$ cat config.mk
export PLATFORM = sky130hd
export DESIGN_NAME = button_edge_and_auto_repeat
export DESIGN_NICKNAME = d
export VERILOG_FILES = /design/src/sv/bae_pkg.sv /design/src/sv/bae_cfg.sv /design/src/sv/button_edge_and_auto_repeat.sv
export SDC_FILE = /design/constraint.sdc
export NUM_CORES = 1
export LEC_CHECK = 0
export BUFFER_PORTS_ARGS = -buffer_cell sky130_fd_sc_hd__buf_2
export CORE_MARGIN = 3
export CORE_UTILIZATION = 55
export DETAILED_ROUTE_END_ITERATION = 7
export GPL_TIMING_DRIVEN = 0
export PLACE_DENSITY = 0.69
export RECOVER_POWER = 25
export SYNTH_ARGS = -nofsm -noshare
export SYNTH_HDL_FRONTEND = slang
export SYNTH_SLANG_ARGS = --single-unit
export TNS_END_PERCENT = 10
$ cat constraint.sdc
create_clock -name clk_i -period 12.25 [get_ports clk_i]
set_clock_uncertainty 0.1 [all_clocks]
set_input_delay 1.8375 -clock clk_i [delete_from_list [all_inputs] [get_ports clk_i]]
set_output_delay 1.8375 -clock clk_i [all_outputs]
set_load 0.01 [all_outputs]
$ cat src/sv/bae_pkg.sv
// ----------------------------------------------------------------------------
// bae_pkg: shared types and constants for the button edge / auto-repeat block
// Field widths, register map codes and reset values of the config registers.
// ----------------------------------------------------------------------------
package bae_pkg;

  localparam int SLOT_W  = 3;
  localparam int BTN_W   = 12;
  localparam int CNT_W   = 5;
  localparam int PADDR_W = 3;
  localparam int PDATA_W = 32;

  localparam int DEF_PLAYER_SLOTS = 8;
  localparam int DEF_BUTTON_COUNT = 12;

  localparam logic [CNT_W-1:0] FIRST_DELAY_RST     = 5'd18;
  localparam logic [CNT_W-1:0] REPEAT_INTERVAL_RST = 5'd6;

  // bit positions in the button word
  localparam int KEY_RIGHT = 4;
  localparam int KEY_LEFT  = 5;
  localparam int KEY_UP    = 6;
  localparam int KEY_DOWN  = 7;

  // register select, taken from paddr[2]
  typedef enum logic [0:0] {
    REG_FIRST_DELAY     = 1'b0,
    REG_REPEAT_INTERVAL = 1'b1
  } reg_idx_e;

  typedef struct packed {
    logic [CNT_W-1:0] first_delay;
    logic [CNT_W-1:0] repeat_interval;
  } cfg_t;

endpackage

$ cat src/sv/bae_cfg.sv
// ----------------------------------------------------------------------------
// bae_cfg: configuration registers
// APB-style slave holding the first-delay and repeat-interval counts.
// ----------------------------------------------------------------------------
module bae_cfg (
  input  logic                          clk_i,
  input  logic                          rst_ni,
  input  logic                          psel,
  input  logic                          penable,
  input  logic                          pwrite,
  input  logic [bae_pkg::PADDR_W-1:0]   paddr,
  input  logic [bae_pkg::PDATA_W-1:0]   pwdata,
  output logic [bae_pkg::PDATA_W-1:0]   prdata,
  output logic                          pready,
  output bae_pkg::cfg_t                 cfg_o
);

  bae_pkg::cfg_t    cfg_q, cfg_d;
  logic             wr_en;
  bae_pkg::reg_idx_e sel;

  assign pready = 1'b1;
  assign wr_en  = psel && penable && pwrite && pready;
  assign sel    = bae_pkg::reg_idx_e'(paddr[2]);

  always_comb begin
    cfg_d = cfg_q;
    if (wr_en) begin
      unique case (sel)
        bae_pkg::REG_FIRST_DELAY:
          cfg_d.first_delay = pwdata[bae_pkg::CNT_W-1:0];
        bae_pkg::REG_REPEAT_INTERVAL:
          cfg_d.repeat_interval = pwdata[bae_pkg::CNT_W-1:0];
        default: cfg_d = cfg_q;
      endcase
    end
  end

  always_comb begin
    unique case (sel)
      bae_pkg::REG_FIRST_DELAY:
        prdata = {{(bae_pkg::PDATA_W-bae_pkg::CNT_W){1'b0}}, cfg_q.first_delay};
      bae_pkg::REG_REPEAT_INTERVAL:
        prdata = {{(bae_pkg::PDATA_W-bae_pkg::CNT_W){1'b0}}, cfg_q.repeat_interval};
      default: prdata = '0;
    endcase
  end

  always_ff @(posedge clk_i or negedge rst_ni) begin
    if (!rst_ni) begin
      cfg_q.first_delay     <= bae_pkg::FIRST_DELAY_RST;
      cfg_q.repeat_interval <= bae_pkg::REPEAT_INTERVAL_RST;
    end else begin
      cfg_q <= cfg_d;
    end
  end

  assign cfg_o = cfg_q;

endmodule

$ cat src/sv/button_edge_and_auto_repeat.sv
// ----------------------------------------------------------------------------
// button_edge_and_auto_repeat: per-slot button edge detect with auto-repeat
// Cancels opposite directions, reports held/pressed/released and repeat masks.
// ----------------------------------------------------------------------------
// Usage:
//   Input stream s_axis_*: one word per frame sample, {buttons, player_slot}.
//   Output stream m_axis_*: one word per input word,
//     {repeat_res, released, pressed, held}.
//   APB port: reg 0 (addr 0x0) first_delay, reg 1 (addr 0x4) repeat_interval.
//   Write config only while no word is in flight.
// Timing:
//   An accepted word is registered in stage 1, then in the output register.
//   One word per cycle sustained while m_axis is not stalled, for any slot
//   sequence: the per-slot row is read at accept and written back as the word
//   leaves stage 1; a same-slot word directly behind gets the fresh row forwarded.
// Reset:
//   Previous-sample store reads as zero per slot until first written (valid
//   bits); counters need no clearing. Config returns to 18 and 6.
// Stall:
//   Result waits in the output register; the stage behind it keeps one more
//   word, and s_axis_tready drops only when both are full.
// ----------------------------------------------------------------------------
module button_edge_and_auto_repeat #(
  parameter int PLAYER_SLOTS = bae_pkg::DEF_PLAYER_SLOTS,
  parameter int BUTTON_COUNT = bae_pkg::DEF_BUTTON_COUNT
) (
  input  logic                        clk_i,
  input  logic                        rst_ni,
  // slave stream
  input  logic                        s_axis_tvalid,
  output logic                        s_axis_tready,
  input  logic [15:0]                 s_axis_tdata,  // player_slot[2:0], buttons[14:3]
  // master stream
  output logic                        m_axis_tvalid,
  input  logic                        m_axis_tready,
  output logic [47:0]                 m_axis_tdata,  // held, pressed, released, repeat_res
  // config
  input  logic                        psel,
  input  logic                        penable,
  input  logic                        pwrite,
  input  logic [bae_pkg::PADDR_W-1:0] paddr,
  input  logic [bae_pkg::PDATA_W-1:0] pwdata,
  output logic [bae_pkg::PDATA_W-1:0] prdata,
  output logic                        pready
);

  localparam int AW    = (PLAYER_SLOTS > 1) ? $clog2(PLAYER_SLOTS) : 1;
  localparam int BW    = bae_pkg::BTN_W;
  localparam int CW    = bae_pkg::CNT_W;
  localparam int SW    = bae_pkg::SLOT_W;
  localparam int ROW_W = BUTTON_COUNT * CW;
  localparam logic [6:0]    SLOTS_C   = 7'(PLAYER_SLOTS);
  localparam logic [BW-1:0] LIVE_MASK = BW'((13'd1 << BUTTON_COUNT) - 13'd1);

  bae_pkg::cfg_t cfg;

  bae_cfg u_cfg (
    .clk_i   (clk_i),
    .rst_ni  (rst_ni),
    .psel    (psel),
    .penable (penable),
    .pwrite  (pwrite),
    .paddr   (paddr),
    .pwdata  (pwdata),
    .prdata  (prdata),
    .pready  (pready),
    .cfg_o   (cfg)
  );

  // ---------------------------------------------------------------- stage 0
  logic          acc;
  logic [SW-1:0] slot_red;
  logic [AW-1:0] rd_addr;
  logic [BW-1:0] cur_in;

  assign acc = s_axis_tvalid && s_axis_tready;

  // slot modulo PLAYER_SLOTS by repeated subtract (slot is only 3 bits)
  always_comb begin
    slot_red = s_axis_tdata[SW-1:0];
    for (int i = 0; i < 8; i++) begin
      if ({4'b0000, slot_red} >= SLOTS_C) slot_red = slot_red - SW'(PLAYER_SLOTS);
    end
  end
  assign rd_addr = AW'(slot_red);

  always_comb begin
    cur_in = s_axis_tdata[SW +: BW] & LIVE_MASK;
    if (cur_in[bae_pkg::KEY_RIGHT] && cur_in[bae_pkg::KEY_LEFT]) begin
      cur_in[bae_pkg::KEY_RIGHT] = 1'b0;
      cur_in[bae_pkg::KEY_LEFT]  = 1'b0;
    end
    if (cur_in[bae_pkg::KEY_UP] && cur_in[bae_pkg::KEY_DOWN]) begin
      cur_in[bae_pkg::KEY_UP]   = 1'b0;
      cur_in[bae_pkg::KEY_DOWN] = 1'b0;
    end
  end

  // ---------------------------------------------------------------- memories
  logic [BW-1:0]    prev_mem [PLAYER_SLOTS];
  logic [ROW_W-1:0] cnt_mem  [PLAYER_SLOTS];
  logic [BW-1:0]    prev_rd_q;
  logic [ROW_W-1:0] cnt_rd_q;
  logic             wr_en;
  logic [ROW_W-1:0] cnt_new;

  always_ff @(posedge clk_i) begin
    if (acc) begin
      prev_rd_q <= prev_mem[rd_addr];
      cnt_rd_q  <= cnt_mem[rd_addr];
    end
  end

  // ---------------------------------------------------------------- stage 1
  logic                   s1_vld_q, s1_vld_d;
  logic                   s1_adv;
  logic [AW-1:0]          s1_addr_q;
  logic [BW-1:0]          s1_cur_q;
  logic                   fwd_q, pvld_q;
  logic [BW-1:0]          fwd_prev_q;
  logic [ROW_W-1:0]       fwd_cnt_q;
  logic [PLAYER_SLOTS-1:0] vld_q;
  logic                   out_vld_q, out_vld_d;
  logic [4*BW-1:0]        out_data_q;

  logic [BW-1:0]    prev, down, up, rep;
  logic [ROW_W-1:0] cnt_row;

  assign s1_adv        = !out_vld_q || m_axis_tready;
  assign s_axis_tready = !s1_vld_q || s1_adv;
  assign wr_en         = s1_vld_q && s1_adv;

  always_ff @(posedge clk_i) begin
    if (wr_en) begin
      prev_mem[s1_addr_q] <= s1_cur_q;
      cnt_mem[s1_addr_q]  <= cnt_new;
    end
  end

  // row as seen by the word in stage 1: forwarded, stored, or reset value
  always_comb begin
    if (fwd_q) begin
      prev    = fwd_prev_q;
      cnt_row = fwd_cnt_q;
    end else begin
      prev    = pvld_q ? prev_rd_q : '0;
      cnt_row = cnt_rd_q;
    end
  end

  assign down = s1_cur_q & ~prev;
  assign up   = prev & ~s1_cur_q;

  always_comb begin
    rep     = '0;
    cnt_new = cnt_row;
    for (int b = 0; b < BUTTON_COUNT; b++) begin
      if (s1_cur_q[b]) begin
        if (down[b]) begin
          cnt_new[b*CW +: CW] = cfg.first_delay;
          rep[b]              = 1'b1;
        end else if (cnt_row[b*CW +: CW] == '0) begin
          cnt_new[b*CW +: CW] = cfg.repeat_interval;
          rep[b]              = 1'b1;
        end else begin
          cnt_new[b*CW +: CW] = cnt_row[b*CW +: CW] - CW'(1);
        end
      end
    end
  end

  always_comb begin
    s1_vld_d = s1_vld_q;
    if (acc)         s1_vld_d = 1'b1;
    else if (s1_adv) s1_vld_d = 1'b0;
    out_vld_d = out_vld_q;
    if (wr_en)              out_vld_d = 1'b1;
    else if (m_axis_tready) out_vld_d = 1'b0;
  end

  always_ff @(posedge clk_i or negedge rst_ni) begin
    if (!rst_ni) begin
      s1_vld_q  <= 1'b0;
      out_vld_q <= 1'b0;
      vld_q     <= '0;
      fwd_q     <= 1'b0;
      pvld_q    <= 1'b0;
    end else begin
      s1_vld_q  <= s1_vld_d;
      out_vld_q <= out_vld_d;
      if (wr_en) vld_q[s1_addr_q] <= 1'b1;
      if (acc) begin
        fwd_q  <= wr_en && (s1_addr_q == rd_addr);
        pvld_q <= vld_q[rd_addr];
      end
    end
  end

  always_ff @(posedge clk_i) begin
    if (acc) begin
      s1_addr_q  <= rd_addr;
      s1_cur_q   <= cur_in;
      fwd_prev_q <= s1_cur_q;
      fwd_cnt_q  <= cnt_new;
    end
    if (wr_en) out_data_q <= {rep, up, down, s1_cur_q};
  end

  assign m_axis_tvalid = out_vld_q;
  assign m_axis_tdata  = out_data_q;

  // ---------------------------------------------------------------- checks
  a_no_held_release: assert property (@(posedge clk_i) disable iff (!rst_ni)
    out_vld_q |-> (out_data_q[BW-1:0] & out_data_q[2*BW +: BW]) == '0)
    else $error("button both held and released");

  a_press_fires: assert property (@(posedge clk_i) disable iff (!rst_ni)
    out_vld_q |-> (out_data_q[BW +: BW] & ~out_data_q[3*BW +: BW]) == '0)
    else $error("new press did not fire a repeat");

  a_repeat_held: assert property (@(posedge clk_i) disable iff (!rst_ni)
    out_vld_q |-> (out_data_q[3*BW +: BW] & ~out_data_q[BW-1:0]) == '0)
    else $error("repeat on a button not held");

  a_lr_cancel: assert property (@(posedge clk_i) disable iff (!rst_ni)
    out_vld_q |-> !(out_data_q[bae_pkg::KEY_LEFT] && out_data_q[bae_pkg::KEY_RIGHT]))
    else $error("left and right both held");

  a_fwd_src: assert property (@(posedge clk_i) disable iff (!rst_ni)
    (s1_vld_q && fwd_q) |-> vld_q[s1_addr_q])
    else $error("forwarded row from a slot never written");

endmodule

==> out/qor.txt <==
Worst setup path class: reg -> reg
Placed cell areas: 35800 um^2
Routability-driven placement congestion ratio: 0.896
CTS Hold Bufs: 0
Fin cells: 2863
RSZ-0062 raised after global routing: no
Slew headroom: -1.66
Worst Tran Pin Value: 3.96 ns
Worst min path class: reg -> reg
Crit path DAT: 7.28 ns
WL per Instance: 29.1 um
Most frequent cell after synthesis: edfxtp_1
Worst Setup End Kind: flop
Nets: 2105
Die height: 253 um
Placed insts: 2712
Fin util: 0.642
Total power: 6.60 mW
DRT antenna net count: 0
Synth Area in XOR/XNOR: 0.00393
Post-synthesis sequential area ratio: 0.719
Slew Limit Fails: 143
Multiplexer share of the synthesized area: 0.162
Grt total ovfl: 0
Setup TNS: 0 ns
Iter 0 DRT Violations: 2221
CTS tree: yes
# setup viols final: 0
Dpl ws: 7.45 ns
Mapped Area: 33500 um^2
Syn_area_per_cell: 18.9 um^2
Row count: 89
Die area: 63800 um^2
Synth Area in Simple Gates: 0.0384
Post-synthesis async set-or-reset flop share: 0.0273
Yosys top cell area share: 0.703
Crit-path max cell delay: 1.04 ns
H-tree level count: 3
Post-synth top flop: edfxtp_1
CP dominant cell by count: clkbuf_1
Final Hold Viols: 0
Die width: 253 um
CP cell instances: clkbuf_1 > clkbuf_1 > clkbuf_1 > clkbuf_1 > mux2i_1 > ha_1 > inv_1 > a211o_1 > buf_2 > mux2i_1 > a222oi_1
Worst skew pair latency: 0.62 ns
FF-to-FF path depth: 11
Worst hold margin: 0.367 ns
Worst path required time: 12.39 ns
Pin count of the biggest net entering global routing: 86
Clock Sink Count: 805
Post-cts resize count: 0
Synth area leaders: edfxtp_1 70%, mux4_2 9.8%, mux2_2 3.5%
Largest family of logic cells by synthesized area: multiplexers
Slowest CP cell: clkbuf_1
Fin crit period: 7.14 ns
Layout area overhead: 14.4%
First-pass GRT wire length: 123000 um
Initial Utilization: 0.562
Max clock buf depth: 3
Setup WS post-layout: 5.11 ns
DR vias/cell: 6.40
Top post-synthesis cells by count: 783 x edfxtp_1, 146 x mux4_2, 103 x mux2_2
Synth Area in Compound Gates: 0.0448
Cts bufs inserted: 81
Worst hold path stage count: 1
Tcrit/Tclk final: 0.583
Maximum clock rate: 0.140 GHz
IO Pins: 141
Routed wire length: 83200 um
Via count: 18300
Synth area leader: edfxtp_1
Clk Tree Root Cell: clkbuf_16
Adder-Cell Fraction of Synth Area: 0.00898
Max_cap viols: 6
Final instance area: 38300 um^2
Core Region: 59600 um^2
Initial antenna violation count: 2
Pwr/cell area: 172 nW/um^2
Failing checks: capacitance limit, slew limit
Peak VDD IR: 0.133 mV
Gr usage total: 0.267
Post-synthesis register bit count: 805
Synth warnings: 0
Pre-antenna DRT Iters: 5
Post-CTS setup buffers: 0
Share of cells above drive strength 1: 0.283
Static Leakage: 13.0 nW
Distinct cells, synth: 71
Worst Path Max Fanout: 10
Status: finished with violations
Clk slew on worst S/H paths: 0.06 ns
# port buffers: 81
Drt drc: 0
EDFF count, synth: 783
Synth Instances: 1768
Vias in the first global route: 18600
Final HPWL DP: 54100 um
Worst Setup Start Kind: flop
-- power by group --
part | switching, mW | internal (mW)
Clock | 1.02 | 1.46
Sequential | 0.0940 | 3.28
Combinational | 0.491 | 0.251
Total | 1.61 | 4.99
-- flip-flops by register name, summed over array words and instances (netlist names) --
signal         cells
fwd_prev_q        12
m_axis_tvalid      1
u_cfg.cfg_o       10
m_axis_tdata      48
pvld_q             1
prev_mem          96
prev_rd_q         12
s1_vld_q           1
cnt_mem          480
fwd_q              1
s1_cur_q          12
s1_addr_q          3
cnt_rd_q          60
vld_q              8
fwd_cnt_q         60
-- metal layers --
metal / vias up / global-route usage / routed length [um]
met2: 929 / 0.414 / 38700
li1: 7699 / - / -
met4: 0 / 0.107 / 3430
met5: - / 0 / 0
met3: 205 / 0.0530 / 7920
met1: 9499 / 0.379 / 33200
-- worst paths after layout --
kind | from | endpoint | slack (ns)
min reg2reg | vld_q[5] | vld_q[5] | 0.37
min | vld_q[5] | vld_q[5] | 0.37
max in group asynchronous | rst_ni | u_cfg.cfg_o[4] | 9.87
max | fwd_q | cnt_mem[0][26] | 5.11
max reg2reg | fwd_q | cnt_mem[0][26] | 5.11
min in group asynchronous | rst_ni | s1_vld_q | 1.40
-- layout make-up --
cell class	instances	area (um^2)
clock inverter	49	460
clock buffer	99	2220
multi-input combinational	845	8760
timing repair buffer	146	1090
tap	773	967
sequential	805	24100
inverter	38	144
fill	4027	21300
antenna	2	5.00
buffer	106	549
-- logic make-up (layout without fill, tap and decap cells) --
group / after synthesis / count (layout)
xor+xnor: 15 / 15
buf+inv: 144 / 438
mux: 346 / 346
flops: 805 / 805
other cells: 2 / 30
compound gates: 199 / 199
fa+ha+maj: 24 / 24
simple gates: 233 / 233
-- worst max-delay path: cells and delay by family, from the launching register on --
kind / cells / cell delay, ns
AO/OA/AOI/OAI: 2 / 1.23
adder cells (fa/ha/maj): 1 / 0.25
buffers and inverters: 6 / 4.10
flip-flops: 1 / 0.55
multiplexers: 2 / 0.52
-- placed cells by master, fill, tap and decap left out, drive strengths merged, types with 15 or more instances in the layout --
master / count
a211oi: 20
a21oi: 28
a221oi: 15
a22oi: 18
and2: 18
buf: 182
clkbuf: 169
clkinv: 37
conb: 28
dfrtp: 18
edfxtp: 783
ha: 24
inv: 34
mux2: 104
mux2i: 96
mux4: 146
nand2: 25
nor2: 49
nor3: 45
o21ai: 18
or2: 26
No activity file was read; power rests on OpenSTA's default activity.
